--- src/sv/bpao_pkg.sv ---
// ----------------------------------------------------------------------------
// bpao_pkg
// Shared types, constants and the sine table of the back-EMF PLL observer.
// ----------------------------------------------------------------------------
package bpao_pkg;

	localparam int SineTableBits = 10;
	localparam int QBits = SineTableBits - 2;
	localparam int QSize = 1 << QBits;
	localparam int NumRegs = 6;
	localparam int AddrW = 5;

	typedef enum logic [2:0] {
		REG_RES  = 3'd0,
		REG_IND  = 3'd1,
		REG_KP   = 3'd2,
		REG_KI   = 3'd3,
		REG_DT   = 3'd4,
		REG_INV  = 3'd5
	} reg_idx_t;

	// datapath step commands
	typedef enum logic [4:0] {
		OP_NONE,
		OP_LOAD,
		OP_CLARKE,
		OP_EA_R,
		OP_EA_L1,
		OP_EA_L2,
		OP_EA_FIN,
		OP_EB_R,
		OP_EB_L1,
		OP_EB_L2,
		OP_EB_FIN,
		OP_EQ_C,
		OP_EQ_S,
		OP_EQ_FIN,
		OP_KI1,
		OP_KI2,
		OP_KP,
		OP_STEP1,
		OP_STEP2,
		OP_STEP3,
		OP_ANG,
		OP_ID_C,
		OP_ID_S,
		OP_IQ_C,
		OP_IQ_S,
		OP_DONE
	} op_t;

	typedef struct packed {
		logic [15:0] resistance;
		logic [15:0] inductance;
		logic [15:0] pll_kp;
		logic [15:0] pll_ki;
		logic [15:0] sample_period;
		logic [15:0] inv_sample_period;
	} cfg_t;

	typedef struct packed {
		op_t  op;
	} cmd_t;

	function automatic logic [15:0] quarter_sine(input logic [QBits:0] r);
		logic [33:0] xq, x2, t, y;
		logic [67:0] p;
		xq = 34'(r) << (18 - SineTableBits);
		p  = 68'(xq) * 68'(xq);
		x2 = 34'(p >> 16);
		p  = 68'(34'd4640) * 68'(x2);
		t  = 34'd42047 - 34'(p >> 16);
		p  = 68'(t) * 68'(x2);
		t  = 34'd102944 - 34'(p >> 16);
		p  = 68'(xq) * 68'(t);
		y  = (34'(p >> 16) + 34'd1) >> 1;
		if (y > 34'd32767) y = 34'd32767;
		return y[15:0];
	endfunction

	function automatic logic [QSize*16-1:0] build_sine_rom();
		logic [QSize*16-1:0] rom;
		rom = '0;
		for (int i = 0; i < QSize; i++) rom[i*16 +: 16] = quarter_sine((QBits+1)'(i));
		return rom;
	endfunction

	localparam logic [QSize*16-1:0] SineRom = build_sine_rom();
	localparam logic [15:0] SinePeak = quarter_sine((QBits+1)'(QSize));

	function automatic logic signed [16:0] sine_lut(input logic [15:0] ang);
		logic [SineTableBits-1:0] idx;
		logic [1:0]  quad;
		logic [QBits:0] r;
		logic [15:0] mag;
		idx  = ang[15 -: SineTableBits];
		quad = idx[SineTableBits-1 -: 2];
		r    = {1'b0, idx[QBits-1:0]};
		if (quad[0]) r = (QBits+1)'(1 << QBits) - r;
		mag  = r[QBits] ? SinePeak : SineRom[{r[QBits-1:0], 4'b0000} +: 16];
		return quad[1] ? -$signed({1'b0, mag}) : $signed({1'b0, mag});
	endfunction

endpackage

--- src/sv/bpao_ctrl.sv ---
// ----------------------------------------------------------------------------
// bpao_ctrl
// Sequencer: steps the datapath through one sample and runs the handshakes.
// ----------------------------------------------------------------------------
module bpao_ctrl (
	input  logic clk,
	input  logic arst_n,
	input  logic in_valid,
	output logic in_ready,
	output logic out_valid,
	input  logic out_ready,
	output bpao_pkg::cmd_t cmd
);
	import bpao_pkg::*;

	typedef enum logic [1:0] {S_IDLE, S_RUN, S_OUT} state_t;

	state_t state_q;
	op_t op_q;

	assign in_ready = (state_q == S_IDLE);
	assign out_valid = (state_q == S_OUT);

	always_comb begin
		cmd.op = OP_NONE;
		if (state_q == S_IDLE && in_valid) cmd.op = OP_LOAD;
		else if (state_q == S_RUN) cmd.op = op_q;
	end

	always_ff @(posedge clk or negedge arst_n) begin
		if (!arst_n) begin
			state_q <= S_IDLE;
			op_q <= OP_NONE;
		end else begin
			unique case (state_q)
				S_IDLE: if (in_valid) begin
					state_q <= S_RUN;
					op_q <= OP_CLARKE;
				end
				S_RUN: begin
					if (op_q == OP_DONE) state_q <= S_OUT;
					else op_q <= op_t'(op_q + 5'd1);
				end
				S_OUT: if (out_ready) state_q <= S_IDLE;
				default: state_q <= S_IDLE;
			endcase
		end
	end
endmodule

--- config.mk ---
export PLATFORM = sky130hd
export DESIGN_NAME = bpao_ctrl
export DESIGN_NICKNAME = d
export VERILOG_FILES = /design/src/sv/bpao_pkg.sv /design/src/sv/bpao_ctrl.sv
export SDC_FILE = /design/constraint.sdc
export NUM_CORES = 1
export LEC_CHECK = 0
export ABC_AREA = 0
export BUFFER_PORTS_ARGS = -buffer_cell sky130_fd_sc_hd__clkbuf_2
export CAP_MARGIN = 0
export CORE_AREA = 3 3 40 42
export CTS_CLUSTER_DIAMETER = 120
export DETAILED_ROUTE_END_ITERATION = 10
export DIE_AREA = 0 0 43 45
export HOLD_SLACK_MARGIN = 0.12
export SLEW_MARGIN = 5
export SYNTH_ARGS = -nofsm -noshare
export SYNTH_HDL_FRONTEND = slang
export SYNTH_SLANG_ARGS = --single-unit
--- constraint.sdc ---
create_clock -name clk -period 1.2 [get_ports clk]
set_input_delay 0.12 -clock clk [delete_from_list [all_inputs] [get_ports clk]]
set_output_delay 0.12 -clock clk [all_outputs]
set_load 0.05 [all_outputs]
==> results.txt <==
Initial antenna violation count -> 0
Nets -> 80
Share of layout cells above drive strength 1 -> 0.671
Number of top-level pins -> 11
Most numerous cell in the Yosys netlist -> dfrtp_1
F_max -> 0.730 GHz
Skew final -> 0.00767 ns
First-pass GRT wire length -> 2030 um
Syn-to-layout area delta -> 95.6%
Initial Util -> 0.334
Post-Synthesis Cells -> 42
Initial DRC Count -> 9
Type of the worst setup path -> flip-flop to output pin
Core ar. -> 1280 um2
Worst R2R End -> op_q[1]
Crit path DAT -> 1.25 ns
Vias per Instance -> 5.08
CTS tree -> built
DP Area -> 571 um2
Unrepaired setup endpoints after global routing -> yes
Synthesized Nets -> 48
Number of flops mapped to enable cells by yosys -> 0
CP endpoint kind -> output pin
First drt pass iteration count -> 4
Final Cell Area -> 840 um2
Final Hold Vio Count -> 0
Reg2reg path depth -> 6
Final min period -> 1.37 ns
Clk_lat worst skew -> 0.25 ns
Vias in the first global route -> 464
GP Congestion -> 0.802
Die X -> 43 um
Die ar. -> 1940 um2
Ys Warns -> 0
Flop2flop setup slack -> -0.09 ns
Tightest Hold Check Type -> input pin to asynchronous set/reset pin
CTS Root Cell -> clkbuf_4
ANT cells -> 0
Count of different cell masters after synthesis -> 21
Final WL -> 1260 um
Remaining DRCs -> 0
Period utilization -> 1.14
Slew Viols, Final -> 0
Dpl cells -> 76
CTS Buf Count -> 3
Status -> finished with violations
CP Launch Point -> state_q[1]
DR WL/cell -> 14.4 um
Detailed placement HPWL -> 711 um
Crit path capture -> cmd[3]
Row count -> 13
Vias post-DR -> 447
Top cells by count, synth -> 7 x dfrtp_1, 4 x nand2_1
# clock sinks -> 7
Synth area leaders -> dfrtp_1 41%, mux2i_1 7.0%, ha_1 5.8%, a31oi_4 5.0%, and2_1 4.4%
Max-slew headroom at the worst pin -> 0.794
IO buf count -> 10
Failing checks -> negative setup slack
Worst EP required -> 1.08 ns
CTS max path bufs -> 2
Top_reg_cell synth -> dfrtp_1
Mapped Area -> 429 um2
Final antenna-violating net count -> 0
Post-synth ARST share -> 1.00
Pin count of the biggest net entering global routing -> 8
Cell taking the most area after synthesis -> dfrtp_1
Total congestion overflow -> 0
Worst slew pin tran -> 0.309 ns
Final worst setup slack -> -0.169 ns
Synth top area share -> 0.408
Final setup vio count -> 14
Finished Layout Cells -> 88
Avg Inst Size Synth -> 10.2 um2
Dpl ws -> -0.0881 ns
Total track usage -> 0.146
CP Launch Type -> flip-flop
Top fanout value on the critical path -> 5
Clk pin slew, worst setup/hold paths -> 0.06 ns
H-tree Lvls -> 1
Worst reg2reg startpoint -> op_q[1]
Max Cap Viol -> 0
Die H -> 45 um
Post-synthesis register bit count -> 7
Seq/Total Area, Yosys -> 0.408
## flip-flops by register name, indices dropped and copies added, names as in the netlist
signal / flops
op_q: 5
state_q: 2
## cells in the final DEF (no fill, tap or decap), drive strengths merged
| cell type | netlist | routed |
|---|---|---|
| a31oi | 1 | 1 |
| and2 | 3 | 3 |
| and2b | 2 | 2 |
| and3 | 1 | 1 |
| buf | 1 | 20 |
| clkbuf | 0 | 10 |
| dfrtp | 7 | 7 |
| dlygate4sd3 | 0 | 2 |
| ha | 2 | 2 |
| inv | 3 | 3 |
| mux2i | 3 | 3 |
| nand2 | 5 | 5 |
| nand3 | 3 | 3 |
| nand3b | 1 | 1 |
| nand4b | 1 | 1 |
| nor2 | 3 | 3 |
| o211ai | 1 | 1 |
| o21ai | 1 | 1 |
| o2bb2ai | 1 | 1 |
| o31ai | 1 | 1 |
| or3b | 1 | 1 |
| xor2 | 1 | 1 |
## repair_timing
action	CTS	global route
resized for setup	32	11
hold endpoints to repair	8	0
hold buffers	2	0
setup buffers	4	2
pin swaps	5	1
endpoints found under the setup margin	13	14
## area by class of cell
class | count | area (um2)
clock buffer | 4 | 26.3
sequential | 7 | 176
tap | 15 | 18.8
timing repair buffer | 28 | 305
fill | 97 | 445
multi-input combinational | 31 | 302
inverter | 3 | 11.3
## through the flow
stage / util / hold WS [ns] / setup TNS (ns)
3_5_place_dp: 0.444 / -0.0323 / -0.515
3_3_place_gp: 0.444 / -0.0305 / -0.513
4_1_cts: 0.616 / 0.245 / -1.07
6_report: 0.653 / 0.255 / -1.21
2_1_floorplan: - / -0.176 / -0.101
5_1_grt: 0.653 / 0.260 / -2.09
## worst max-delay path: stages, from the launching register on
cell       delay [ns]
dfrtp_1          0.39
and2b_2          0.29
and2_4           0.17
clkbuf_16        0.15
## worst min-delay path by stage
stage / from / slack [ns] / endpoint / depth (start not counted)
after floorplan: arst_n / -0.18 / op_q[0] / 0
after global placement: arst_n / -0.03 / op_q[4] / 1
after detailed placement: arst_n / -0.03 / op_q[2] / 1
after CTS: arst_n / 0.25 / op_q[3] / 2
after global routing: arst_n / 0.26 / op_q[4] / 2
final: arst_n / 0.26 / op_q[4] / 2
## cell families (layout without fill, tap and decap cells)
logic type	after synthesis	in the layout	synth area share
buf+inv	4	35	0.0525
flops	7	7	0.408
xor+xnor	1	1	0.0204
mux	3	3	0.0700
simple gates	20	20	0.262
compound gates	5	5	0.128
fa+ha+maj	2	2	0.0583
## routing by layer
metal	vias to the layer above	track usage	part of all wire
li1	206	-	-
met1	221	0.150	0.38
met2	16	0.251	0.53
met3	4	0.0837	0.064
met4	0	0.0482	0.025
met5	-	0	0
Power is not shown: default switching activity piles up to over one toggle a cycle in this logic, so the estimate is an artifact.
