===== config.mk =====
export PLATFORM = sky130hd
export DESIGN_NAME = bpao_regs
export DESIGN_NICKNAME = d
export VERILOG_FILES = /design/src/sv/bpao_pkg.sv /design/src/sv/bpao_regs.sv
export SDC_FILE = /design/constraint.sdc
export NUM_CORES = 1
export LEC_CHECK = 0
export ABC_AREA = 1
export BUFFER_PORTS_ARGS = -buffer_cell sky130_fd_sc_hd__buf_2
export CAP_MARGIN = 20
export CORE_MARGIN = 3
export CORE_UTILIZATION = 54
export DETAILED_ROUTE_END_ITERATION = 16
export PLACE_DENSITY = 0.85
export SLEW_MARGIN = 20
export SYNTH_ARGS = -nofsm -noshare
export SYNTH_HDL_FRONTEND = slang
export SYNTH_SLANG_ARGS = --single-unit

===== constraint.sdc =====
create_clock -name clk -period 3 [get_ports clk]
set_input_delay 0.45 -clock clk [delete_from_list [all_inputs] [get_ports clk]]
set_output_delay 0.45 -clock clk [all_outputs]
set_load 0.005 [all_outputs]

===== src/sv/bpao_pkg.sv =====
// ----------------------------------------------------------------------------
// bpao_pkg
// Shared types, constants and the sine table of the back-EMF PLL observer.
// ----------------------------------------------------------------------------
package bpao_pkg;

	localparam int SineTableBits = 10;
	localparam int QBits = SineTableBits - 2;
	localparam int QSize = 1 << QBits;
	localparam int NumRegs = 6;
	localparam int AddrW = 5;

	typedef enum logic [2:0] {
		REG_RES  = 3'd0,
		REG_IND  = 3'd1,
		REG_KP   = 3'd2,
		REG_KI   = 3'd3,
		REG_DT   = 3'd4,
		REG_INV  = 3'd5
	} reg_idx_t;

	// datapath step commands
	typedef enum logic [4:0] {
		OP_NONE,
		OP_LOAD,
		OP_CLARKE,
		OP_EA_R,
		OP_EA_L1,
		OP_EA_L2,
		OP_EA_FIN,
		OP_EB_R,
		OP_EB_L1,
		OP_EB_L2,
		OP_EB_FIN,
		OP_EQ_C,
		OP_EQ_S,
		OP_EQ_FIN,
		OP_KI1,
		OP_KI2,
		OP_KP,
		OP_STEP1,
		OP_STEP2,
		OP_STEP3,
		OP_ANG,
		OP_ID_C,
		OP_ID_S,
		OP_IQ_C,
		OP_IQ_S,
		OP_DONE
	} op_t;

	typedef struct packed {
		logic [15:0] resistance;
		logic [15:0] inductance;
		logic [15:0] pll_kp;
		logic [15:0] pll_ki;
		logic [15:0] sample_period;
		logic [15:0] inv_sample_period;
	} cfg_t;

	typedef struct packed {
		op_t  op;
	} cmd_t;

	function automatic logic [15:0] quarter_sine(input logic [QBits:0] r);
		logic [33:0] xq, x2, t, y;
		logic [67:0] p;
		xq = 34'(r) << (18 - SineTableBits);
		p  = 68'(xq) * 68'(xq);
		x2 = 34'(p >> 16);
		p  = 68'(34'd4640) * 68'(x2);
		t  = 34'd42047 - 34'(p >> 16);
		p  = 68'(t) * 68'(x2);
		t  = 34'd102944 - 34'(p >> 16);
		p  = 68'(xq) * 68'(t);
		y  = (34'(p >> 16) + 34'd1) >> 1;
		if (y > 34'd32767) y = 34'd32767;
		return y[15:0];
	endfunction

	function automatic logic [QSize*16-1:0] build_sine_rom();
		logic [QSize*16-1:0] rom;
		rom = '0;
		for (int i = 0; i < QSize; i++) rom[i*16 +: 16] = quarter_sine((QBits+1)'(i));
		return rom;
	endfunction

	localparam logic [QSize*16-1:0] SineRom = build_sine_rom();
	localparam logic [15:0] SinePeak = quarter_sine((QBits+1)'(QSize));

	function automatic logic signed [16:0] sine_lut(input logic [15:0] ang);
		logic [SineTableBits-1:0] idx;
		logic [1:0]  quad;
		logic [QBits:0] r;
		logic [15:0] mag;
		idx  = ang[15 -: SineTableBits];
		quad = idx[SineTableBits-1 -: 2];
		r    = {1'b0, idx[QBits-1:0]};
		if (quad[0]) r = (QBits+1)'(1 << QBits) - r;
		mag  = r[QBits] ? SinePeak : SineRom[{r[QBits-1:0], 4'b0000} +: 16];
		return quad[1] ? -$signed({1'b0, mag}) : $signed({1'b0, mag});
	endfunction

endpackage


===== src/sv/bpao_regs.sv =====
// ----------------------------------------------------------------------------
// bpao_regs
// APB register file holding the observer coefficients.
// ----------------------------------------------------------------------------
module bpao_regs (
	input  logic clk,
	input  logic arst_n,
	input  logic psel,
	input  logic penable,
	input  logic pwrite,
	input  logic [bpao_pkg::AddrW-1:0] paddr,
	input  logic [31:0] pwdata,
	output logic [31:0] prdata,
	output logic pready,
	output bpao_pkg::cfg_t cfg
);
	import bpao_pkg::*;

	logic [2:0] idx;
	cfg_t cfg_q;

	assign idx = paddr[4:2];
	assign pready = 1'b1;
	assign cfg = cfg_q;

	always_ff @(posedge clk or negedge arst_n) begin
		if (!arst_n) begin
			cfg_q.resistance <= 16'd819;
			cfg_q.inductance <= '0;
			cfg_q.pll_kp <= '0;
			cfg_q.pll_ki <= '0;
			cfg_q.sample_period <= '0;
			cfg_q.inv_sample_period <= 16'd1;
		end else if (psel && penable && pwrite && paddr[1:0] == 2'b00) begin
			unique case (idx)
				REG_RES: cfg_q.resistance <= pwdata[15:0];
				REG_IND: cfg_q.inductance <= pwdata[15:0];
				REG_KP:  cfg_q.pll_kp <= pwdata[15:0];
				REG_KI:  cfg_q.pll_ki <= pwdata[15:0];
				REG_DT:  cfg_q.sample_period <= pwdata[15:0];
				REG_INV: cfg_q.inv_sample_period <= pwdata[15:0];
				default: ;
			endcase
		end
	end

	always_comb begin
		prdata = '0;
		if (paddr[1:0] == 2'b00) begin
			unique case (idx)
				REG_RES: prdata = {16'd0, cfg_q.resistance};
				REG_IND: prdata = {16'd0, cfg_q.inductance};
				REG_KP:  prdata = {16'd0, cfg_q.pll_kp};
				REG_KI:  prdata = {16'd0, cfg_q.pll_ki};
				REG_DT:  prdata = {16'd0, cfg_q.sample_period};
				REG_INV: prdata = {16'd0, cfg_q.inv_sample_period};
				default: prdata = '0;
			endcase
		end
	end
endmodule


==> flow_metrics.env <==
export IMPL_outcome="finished, final reports clean"
export IMPL_nNetsFinal=739
export IMPL_wl_per_cell_um=17.1
export IMPL_p_per_area_nw_per_um2=481
export IMPL_clockBufferDepth=2
export IMPL_start_kind="input port"
export IMPL_slew_violations=0
export IMPL_grt_pass1_wl_mm=21.6
export IMPL_dieArea_um2=10300
export IMPL_antenna_found_initial=0
export IMPL_portBuffers=137
export IMPL_yosys_area_share_simple_pct=26.0
export IMPL_htreeDepth=3
export IMPL_synth_mux_area_share_pct=0
export IMPL_wl_mm=13.8
export IMPL_gp_congestion=0.874
export IMPL_cts_tree="yes"
export IMPL_setup_viol=0
export IMPL_synth_seq_cells=96
export IMPL_syn_to_final_growth_pct=14.9
export IMPL_ys_types=23
export IMPL_synth_top_family_by_area="simple AND/OR/NAND/NOR gates"
export IMPL_clock_latency_ns=0.37
export IMPL_initial_core_util_pct=55.9
export IMPL_period_share_pct=81.9
export IMPL_instances_no_fill=810
export IMPL_finClkSkew_ns=0
export IMPL_ir_drop_uv=250
export IMPL_synthAdderAreaFrac_pct=0
export IMPL_arrival_ns=2.01
export IMPL_p_leak_nw=3.11
export IMPL_path_class="in -> out"
export IMPL_maxCapViolCount=0
export IMPL_tns_ns=0
export IMPL_final_util_pct=64.3
export IMPL_synth_avg_cell_area_um2=8.40
export IMPL_reg2regPathDepth=2
export IMPL_cts_resized=0
export IMPL_grt_overflow_total=0
export IMPL_routed_via_density=5.61
export IMPL_cts_sinks=96
export IMPL_dpl_cell_area_um2=5470
export IMPL_period_needed_ns=2.46
export IMPL_drive_gt1_share_pct=28.5
export IMPL_synth_compound_area_share_pct=13.1
export IMPL_grt_max_degree=83
export IMPL_seq_area_frac_synth_pct=49.0
export IMPL_antenna_cells=0
export IMPL_vias=4543
export IMPL_drt_iter0_markers=277
export IMPL_drt_pre_antenna_iters=5
export IMPL_worstMarginPinSlew_ns=0.778
export IMPL_ant_nets=0
export IMPL_clkTransAtPathRegs_ns=0.10
export IMPL_yosysWarnings=0
export IMPL_rsz0062_at_grt="false"
export IMPL_endpoint_kind="output port"
export IMPL_die_height_um=101
export IMPL_largest_reg_flops=96
export IMPL_dp_hpwl_mm=10.0
export IMPL_netlist_area_um2=4920
export IMPL_core_area_um2=8810
export IMPL_syn_inst=586
export IMPL_max_freq_mhz=407
export IMPL_grt_usage_pct=27.1
export IMPL_hold_class="in -> async"
export IMPL_cts_inserted_buffers=9
export IMPL_final_hold_viol_count=0
export IMPL_holdBufCountCts=0
export IMPL_crit_fanout=17
export IMPL_max_slew_margin_pct=48.1
export IMPL_design_area_um2=5660
export IMPL_cts_root_buf="clkbuf_8"
export IMPL_placementRows=34
export IMPL_synthXorXnorAreaFrac_pct=0
export IMPL_final_cell_mix="nand2_1, buf_2, dfrtp_1"
export IMPL_grt_pass1_vias=4243
export IMPL_die_w_um=101
export IMPL_io_pins=171
export IMPL_drcViolationCount=0
export IMPL_critical_path_required_ns=2.55
export IMPL_mostFrequentLayoutCell="nand2_1"
export IMPL_dp_cells=794
export IMPL_post_cts_setup_buffers=0
[power breakdown]
group	leakage, nW	internal (mW)	total (mW)	switching, mW
Sequential	1.29	1.40	1.50	0.0913
Combinational	1.73	0.165	0.421	0.256
Clock	0.0886	0.347	0.803	0.456
[routing by layer]
metal / up-vias / GRT usage (%) / share of wire, %
li1: 2146 / - / -
met1: 2168 / 34.2 / 39
met2: 202 / 45.6 / 50
met3: 27 / 6.47 / 8.1
met4: 0 / 9.82 / 2.7
met5: - / 0 / 0
[critical path: stages]
cell     delay, ns
buf_2         0.20
inv_1         0.50
buf_4         0.28
nand4_1       0.09
nand2_1       0.08
inv_1         0.04
a21oi_1       0.20
buf_2         0.16
[Yosys cell counts (all sizes together)]
master | number | area (µm²)
o21ai | 96 | 563
nand2 | 143 | 567
or2 | 1 | 6.26
nand4 | 54 | 338
nor2 | 33 | 148
nand3 | 39 | 220
clkbuf | 5 | 18.8
inv | 44 | 165
buf | 57 | 400
dfstp | 7 | 184
a21oi | 16 | 80.1
conb | 2 | 7.51
dfrtp | 89 | 2230
[cells by family after synthesis]
kind of cell,Yosys count
other,2
and+or+nand+nor,270
buffers and inverters,106
AOI/OAI and AO/OA,112
DFF,96
[final timing paths]
kind / end / slack, ns / start
max: prdata[3] / 0.54 / paddr[3]
min: cfg[82] / 0.10 / arst_n
max reg2reg: cfg[84] / 2.21 / cfg[84]
min reg2reg: cfg[81] / 0.50 / cfg[81]
max in group asynchronous: cfg[42] / 2.18 / arst_n
min in group clk: cfg[10] / 0.43 / pwdata[10]
[metrics by stage]
stage / power (mW) / hold WS [ns] / worst slack, ns
global route: 2.85 / 0.154 / 0.421
finish: 2.72 / 0.102 / 0.542
global placement: 1.93 / 0.472 / 0.612
CTS: 2.74 / 0.282 / 0.587
detailed placement: 1.94 / 0.484 / 0.596
floorplan: 1.73 / 0.154 / 1.19
[layout make-up]
class | count | area [µm²]
Sequential cell | 96 | 2410
Multi-Input combinational cell | 399 | 1990
Timing Repair Buffer | 147 | 779
Clock inverter | 4 | 28.8
Inverter | 44 | 165
Tap cell | 108 | 135
Clock buffer | 12 | 155
Fill cell | 791 | 3150
Power figures use the tool's default switching activity.
